## config.mk

```make
export PLATFORM = sky130hd
export DESIGN_NAME = astpc_rot_pipe
export DESIGN_NICKNAME = d
export VERILOG_FILES = /design/src/sv/assert_macros.svh /design/src/sv/astpc_pkg.sv /design/src/sv/astpc_rot_pipe.sv
export SDC_FILE = /design/constraint.sdc
export NUM_CORES = 2
export LEC_CHECK = 0
export ABC_AREA = 0
export BUFFER_PORTS_ARGS = -buffer_cell sky130_fd_sc_hd__buf_4
export CAP_MARGIN = 40
export CORE_AREA = 10 10 497 499
export DETAILED_ROUTE_END_ITERATION = 7
export DIE_AREA = 0 0 507 509
export PLACE_DENSITY = 0.66
export SYNTH_ARGS = -nofsm -noshare
export SYNTH_HDL_FRONTEND = slang
export SYNTH_SLANG_ARGS = --single-unit
export TNS_END_PERCENT = 1
```

## constraint.sdc

```tcl
create_clock -name i_clk -period 5.4 [get_ports i_clk]
set_input_delay 0.54 -clock i_clk [delete_from_list [all_inputs] [get_ports i_clk]]
set_output_delay 0.54 -clock i_clk [all_outputs]
set_load 0.005 [all_outputs]
```

## src/sv/assert_macros.svh

```systemverilog
// Assertion macros shared by the steering and traction control RTL.
// No dependencies; included by modules that carry concurrent checks.
`ifndef ASSERT_MACROS_SVH
`define ASSERT_MACROS_SVH
`ifndef ASSERT_OFF
`define ASTPC_ASSERT(lbl, clk, rst_n, prop) \
    lbl: assert property (@(posedge clk) disable iff (!rst_n) prop) \
    else $error("astpc assertion failed");
`define ASTPC_ASSERT_ALWAYS(lbl, clk, prop) \
    lbl: assert property (@(posedge clk) prop) \
    else $error("astpc assertion failed");
`else
`define ASTPC_ASSERT(lbl, clk, rst_n, prop)
`define ASTPC_ASSERT_ALWAYS(lbl, clk, prop)
`endif
`endif

```

## src/sv/astpc_pkg.sv

```systemverilog
// Types and constants for the Ackermann steering / traction controller.
// No dependencies.
package astpc_pkg;

    localparam int unsigned FW     = 24;   // payload field width
    localparam int unsigned RW     = 23;   // register width
    localparam int unsigned ANG_W  = 30;   // CORDIC angle fraction bits
    localparam int unsigned RX_W   = 32;   // rotation CORDIC x/y width
    localparam int unsigned RZ_W   = 33;   // rotation CORDIC angle width
    localparam int unsigned VX_W   = 58;   // vectoring CORDIC x/y width
    localparam int unsigned VZ_W   = 34;   // vectoring CORDIC angle width
    localparam int unsigned MAX_STEPS = 24;

    localparam logic signed [RX_W-1:0] KINV_Q30 = 32'sd652032874;
    localparam logic signed [VZ_W-1:0] PI_Q30   = 34'sd3373259426;

    localparam logic [29:0] ATAN_TAB [MAX_STEPS] = '{
        30'd843314856, 30'd497837829, 30'd263043836, 30'd133525158,
        30'd67021686,  30'd33543515,  30'd16775850,  30'd8388437,
        30'd4194282,   30'd2097149,   30'd1048575,   30'd524287,
        30'd262143,    30'd131071,    30'd65535,     30'd32767,
        30'd16383,     30'd8191,      30'd4095,      30'd2047,
        30'd1023,      30'd511,       30'd255,       30'd127
    };

    // configuration register indexes
    typedef enum logic [2:0] {
        REG_SPEED_GAIN   = 3'd0,
        REG_STEER_GAIN   = 3'd1,
        REG_STEER_LIMIT  = 3'd2,
        REG_DRIVE_LIMIT  = 3'd3,
        REG_WHEEL_RADIUS = 3'd4,
        REG_WHEELBASE    = 3'd5,
        REG_HALF_TRACK   = 3'd6,
        REG_UNUSED       = 3'd7
    } t_reg_idx;

    // saturate a wide signed value to a 24-bit signed field
    function automatic logic signed [FW-1:0] sat_s24(input logic signed [63:0] v);
        logic signed [63:0] hi;
        logic signed [63:0] lo;
        hi = 64'sd8388607;
        lo = -64'sd8388608;
        if (v > hi) begin
            sat_s24 = 24'sh7FFFFF;
        end else if (v < lo) begin
            sat_s24 = 24'sh800000;
        end else begin
            sat_s24 = v[FW-1:0];
        end
    endfunction

    // fields carried beside the steering path
    typedef struct packed {
        logic signed [FW-1:0] speed;
        logic                 steer_nz;
        logic signed [FW-1:0] meas_l;
        logic signed [FW-1:0] meas_r;
        logic [3:0][47:0]     wheel_prod;
    } t_side;

    // atan2 pre-rotation info for both wheels
    typedef struct packed {
        logic signed [VZ_W-1:0] base_l;
        logic signed [VZ_W-1:0] base_r;
        logic                   zero_l;
        logic                   zero_r;
    } t_vside;

endpackage

```

## src/sv/astpc_rot_pipe.sv

```systemverilog
// Pipelined rotation CORDIC: sin and cos of a Q30 angle, one step per stage.
// Depends on astpc_pkg.
module astpc_rot_pipe
    import astpc_pkg::*;
#(
    parameter int unsigned STEPS = 16
) (
    input  logic                   i_clk,
    input  logic                   i_en,
    input  logic signed [RZ_W-1:0] i_z,
    output logic signed [RX_W-1:0] o_sin,
    output logic signed [RX_W-1:0] o_cos
);
    logic signed [RX_W-1:0] r_x [STEPS];
    logic signed [RX_W-1:0] r_y [STEPS];
    logic signed [RZ_W-1:0] r_z [STEPS];

    for (genvar i = 0; i < STEPS; i++) begin : g_stage
        logic signed [RX_W-1:0] w_x;
        logic signed [RX_W-1:0] w_y;
        logic signed [RZ_W-1:0] w_z;
        logic signed [RZ_W-1:0] w_a;
        if (i == 0) begin : g_first
            assign w_x = KINV_Q30;
            assign w_y = '0;
            assign w_z = i_z;
        end else begin : g_next
            assign w_x = r_x[i-1];
            assign w_y = r_y[i-1];
            assign w_z = r_z[i-1];
        end
        assign w_a = signed'(RZ_W'(ATAN_TAB[i]));

        // one micro-rotation toward zero residual angle
        always_ff @(posedge i_clk) begin
            if (i_en) begin
                if (w_z >= 0) begin
                    r_x[i] <= w_x - (w_y >>> i);
                    r_y[i] <= w_y + (w_x >>> i);
                    r_z[i] <= w_z - w_a;
                end else begin
                    r_x[i] <= w_x + (w_y >>> i);
                    r_y[i] <= w_y - (w_x >>> i);
                    r_z[i] <= w_z + w_a;
                end
            end
        end
    end

    assign o_sin = r_y[STEPS-1];
    assign o_cos = r_x[STEPS-1];
endmodule

```

==> Yosys cells after proc, flatten, opt, wreduce, memory -nomap -nowiden <==
Memory sizes are Yosys's and may differ from the RTL's.
Cells that the tools add are included.
{ "op_classes": {"n_addsub": 92, "magnitude_cmp": 16, "muxes": 144, "bitwise": 48} }
{ "op_table": {"columns": ["operator", "count"], "rows": [
  ["$mux 32", 32],
  ["$ge 33x1->1 const B", 16],
  ["$mux 33", 16],
  ["$mux 1", 96],
  ["$add 32x17->32", 2],
  ["$add 32x18->32", 2],
  ["$add 32x19->32", 2],
  ["$add 32x20->32", 2],
  ["$add 32x21->32", 2],
  ["$add 32x22->32", 2],
  ["$add 32x23->32", 2],
  ["$add 32x24->32", 2],
  ["$add 32x25->32", 2],
  ["$add 32x26->32", 2],
  ["$add 32x27->32", 2],
  ["$add 32x28->32", 2],
  ["$add 32x29->32", 2],
  ["$add 32x30->32", 2],
  ["$add 32x31->32", 2],
  ["$sub 32x17->32", 2],
  ["$sub 32x18->32", 2],
  ["$sub 32x19->32", 2],
  ["$sub 32x20->32", 2],
  ["$sub 32x21->32", 2],
  ["other kinds (43)", 100]
]} }
{ "word_totals": {"reg_bits": 0, "mem_bits_rw": 1552, "inputBits": 35, "out_inout_bits": 64, "elab_cells": 303, "mem_count": 3} }
{ "mem_list": {"columns": ["name", "words", "word_bits", "read_ports", "rd_ports_with_merged_regs", "wr", "line_no", "source"], "rows": [
  ["r_z", 16, 33, 15, 0, 16, "astpc_rot_pipe.sv:16", "logic signed [RZ_W-1:0] r_z [STEPS];"],
  ["r_x", 16, 32, 16, 0, 16, "astpc_rot_pipe.sv:14", "logic signed [RX_W-1:0] r_x [STEPS];"],
  ["r_y", 16, 32, 16, 0, 16, "astpc_rot_pipe.sv:15", "logic signed [RX_W-1:0] r_y [STEPS];"]
]} }

==> Logic depth before layout (Yosys ltp) <==
An unclocked memory read counts as a cell.
{ "logic_depth": {"ltp_word": 6, "mapped_depth": 21, "mapped_depth_nobuf": 21} }

==> Least setup slack after synthesis <==
OpenSTA, ideal clock, no wires.
{ "synth_path": {"path_type": "input to register", "start": "input i_en", "end": "memory r_z[5][30], in the netlist r_z[0][195] (data pin)", "setup_ns": 0.158, "arrival_ns": 4.851, "required_time_ns": 5.242, "path_slack_ns": 0.391, "cell_stages": 17, "n_path_buf": 4, "path_cell_list": "clkbuf_1 > clkbuf_1 > nand2_1 > inv_1 > clkbuf_1 > buf_1 > ha_1 > a21o_1 > a21o_1 > a31o_1 > a221oi_2 > o21ai_1 > a31o_1 > a41o_1 > o41ai_4 > or4b_1 > o211ai_1"} }
{ "synth_lines": {"columns": ["item", "line_no", "source"], "rows": [
  ["start: declaration", "astpc_rot_pipe.sv:9", "input logic i_en,"],
  ["end: declaration", "astpc_rot_pipe.sv:16", null]
]} }

==> flow_summary.toml <==
[outcome]
outcome = "finished clean"

[drt]
first_pass_iters = 6
drt_wl_total_mm = 306
vias = 92600
wire_per_inst_um = 19.4
drc = 0
drtAntennaViolNets = 0
dr.first_iter.drc_count = 6835
vias_per_cell = 5.88

[worst_setup_path]
start_kind = "flip-flop"
cp_data_arrival_time_ns = 5.67
critical_path_class = "flip-flop to flip-flop"
r2r_start = "r_x[0][103]$_DFFE_PP_"
rr_endpoint = "r_y[0][159]$_DFFE_PP_"
r2r.worst_path.cells = 16
endpoint_kind = "flip-flop"
critPathMaxFanout = 5
cp.required_ns = 5.96
r2r_setup_slack_ns = 0.29

[sta]
slew_headroom_pct = 29.6
skew_ns = 0.0383
min_period_ns = 5.11
tightest_slew_ns = 1.06
rsz0062_at_grt = "no"
drv_slew = 0
fmax_mhz = 196
finalHoldViolCount = 0
setup_tns_ns = 0
finalCritPeriodShare_pct = 94.5
setup_violations = 0

[floorplanning]
io_pins = 99
die_h_um = 509
die_w_um = 507
std_cell_rows = 179
dieArea_um2 = 258000
start_util_pct = 49.7
core_um2 = 237000

[logic_synthesis]
synth_top_area_cell = "edfxtp_1"
synth.net_count = 13600
synth_edf_count = 1400
synth_warnings = 0
synthTopCellsByArea = "edfxtp_1 36%, ha_1 15%, xnor2_1 8.7%, a21oi_1 5.4%, xor2_1 4.6%"
synth-seq-cells = 1400
ys_seq_area_share_pct = 35.7
synth_cell_types = 113
syn_inst = 12100
postSynthAreaPerCell_um2 = 9.72
synth_top_area_share_pct = 35.7
synthFlopType = "edfxtp_1"
async_flop_share_pct = 0
yosysMostFrequentCell = "edfxtp_1"
syn_area_um2 = 118000
synth_commonest_cells = "1,400 x edfxtp_1, 1,369 x ha_1, 1,270 x a21oi_1"

[worst_hold_path]
hold_path.class = "primary input to flip-flop"
hold_path_end = "r_x[1][132]$_DFFE_PP_"
min_path_cells = 1
min-delay-start = "i_en"

[global_routing]
overflow = 0
grt_pass1_wl_mm = 489
antenna_found_initial = 2
grt_max_degree = 152
grt_pass1_vias = 90600
grt_usage_pct = 23.0

[cts]
h-tree-depth = 4
cts.clk_slew.worst_paths_ns = 0.06
cts_sinks = 1400
cts_root_buffer = "clkbuf_16"
cts_tree = "built"
clock_latency_ns = 0.83
clk_path_buf_depth = 3
cts-buffers-inserted = 167

[cells_and_area]
syn_to_final_growth_pct = 9.91
nets = 13900
drive_above_1_share_pct = 6.22

[placement]
dpl.hpwl_mm = 245
gp_congestion = 0.957
io_buffers = 98

[run]
maxCapViolCount = 0
## routing by layer
| layer | GRT usage [%] | vias to the layer above | share of wire [%] |
|---|---|---|---|
| met3 | 2.76 | 520 | 4.8 |
| li1 | - | 45800 | - |
| met4 | 7.33 | 0 | 3.3 |
| met5 | 0 | - | 0 |
| met1 | 30.1 | 43900 | 45 |
| met2 | 39.5 | 2358 | 47 |
## cell families (layout without fill, tap and decap cells)
| logic type | after synthesis | in the layout | share of synthesized area (%) |
|---|---|---|---|
| buf+inv | 709 | 1173 | 2.26 |
| other cells | 0 | 1 | 0 |
| mux | 87 | 87 | 0.788 |
| simple gates | 2967 | 2967 | 12.3 |
| flops | 1400 | 1400 | 35.7 |
| fa+ha+maj | 1415 | 1415 | 15.3 |
| compound gates | 3744 | 3744 | 20.3 |
| xor+xnor | 1793 | 1793 | 13.4 |
## cells in the final DEF (no fill, tap or decap), types with 46 or more instances in the layout
master     synthesis  final
and3_1           129    129
buf_4              0    337
o31ai_1          113    113
nand2_1          678    677
a21oi_1         1270   1269
a211oi_1         100     98
nor3_1           255    255
ha_1            1369   1369
nand4_1           99     99
xor2_1           624    624
nand2b_1         166    166
fa_1              46     46
edfxtp_1        1400   1400
mux2i_1           51     51
o21ai_0          555    555
o21ai_1           83     83
nand3_1          205    205
nor2b_1          147    147
o21a_1           192    192
or3_1             79     79
nor4_1            73     72
nor2_1           881    881
and2_1            65     65
clkbuf_16          0    170
o21bai_1         180    180
o211ai_1          65     65
inv_1            507    502
a31oi_1          105    105
xnor2_1         1167   1167
a21o_1           651    651
## layout make-up
cell class | count | area (um^2)
Tap cell | 3167 | 3960
Clock inverter | 99 | 1120
Clock buffer | 197 | 4360
Antenna cell | 1 | 2.50
Sequential cell | 1400 | 42000
Multi-Input combinational cell | 10000 | 73100
Timing Repair Buffer | 359 | 2920
Inverter | 518 | 1940
Fill cell | 20900 | 108000
## worst max-delay path: stages (launching register included)
cell       delay, ns
edfxtp_1        0.47
nor4_1          0.36
nand2_1         0.27
o21ai_0         0.29
xor2_1          0.23
ha_1            0.32
and3_1          0.24
nand3_1         0.09
a211oi_1        0.08
o311ai_1        0.62
o211a_2         0.37
o31ai_1         0.13
o41a_1          0.42
and4_1          0.25
a2111oi_2       0.43
a21oi_1         0.14
xnor2_1         0.14
## timing repair
action,4_1_cts,5_1_grt
setup endpoints to repair,0,2
buffers inserted,0,5
endpoints found under the hold margin,5,0
gates resized for setup,0,4
hold buffers,5,0
## sequential cells by signal (all words and copies together), names as in the netlist
register	cells
r_y	481
r_x	456
r_z	463
## worst max-delay path by stage
stage	start	end	slack [ns]	cells after the start
after floorplan	i_en	r_z[0][195]$_DFFE_PP_	0.39	17
after global placement	r_x[1][212]$_DFFE_PP_	r_y[1][255]$_DFFE_PP_	0.14	18
after detailed placement	r_x[1][212]$_DFFE_PP_	r_y[1][255]$_DFFE_PP_	0.12	18
after CTS	r_x[1][212]$_DFFE_PP_	r_y[1][255]$_DFFE_PP_	0.1	18
after global routing	r_x[0][103]$_DFFE_PP_	r_y[0][159]$_DFFE_PP_	0.01	16
final	r_x[0][103]$_DFFE_PP_	r_y[0][159]$_DFFE_PP_	0.29	16
## stage by stage
stage	util [%]	hold WS, ns	cells	area (um^2)	worst slack [ns]
after global routing	54.6	0.0435	15700	129000	0.0131
after global placement	52.2	0.405	15400	124000	0.136
after CTS	54.6	0.00985	15700	129000	0.0963
after floorplan	-	0.400	12100	118000	0.391
after detailed placement	52.2	0.405	15400	124000	0.122
final	54.6	0.0785	15700	129000	0.294
Power is left out: the tool's default activity adds up to more than one toggle a clock period on the data nets, which glitch-free logic cannot reach.
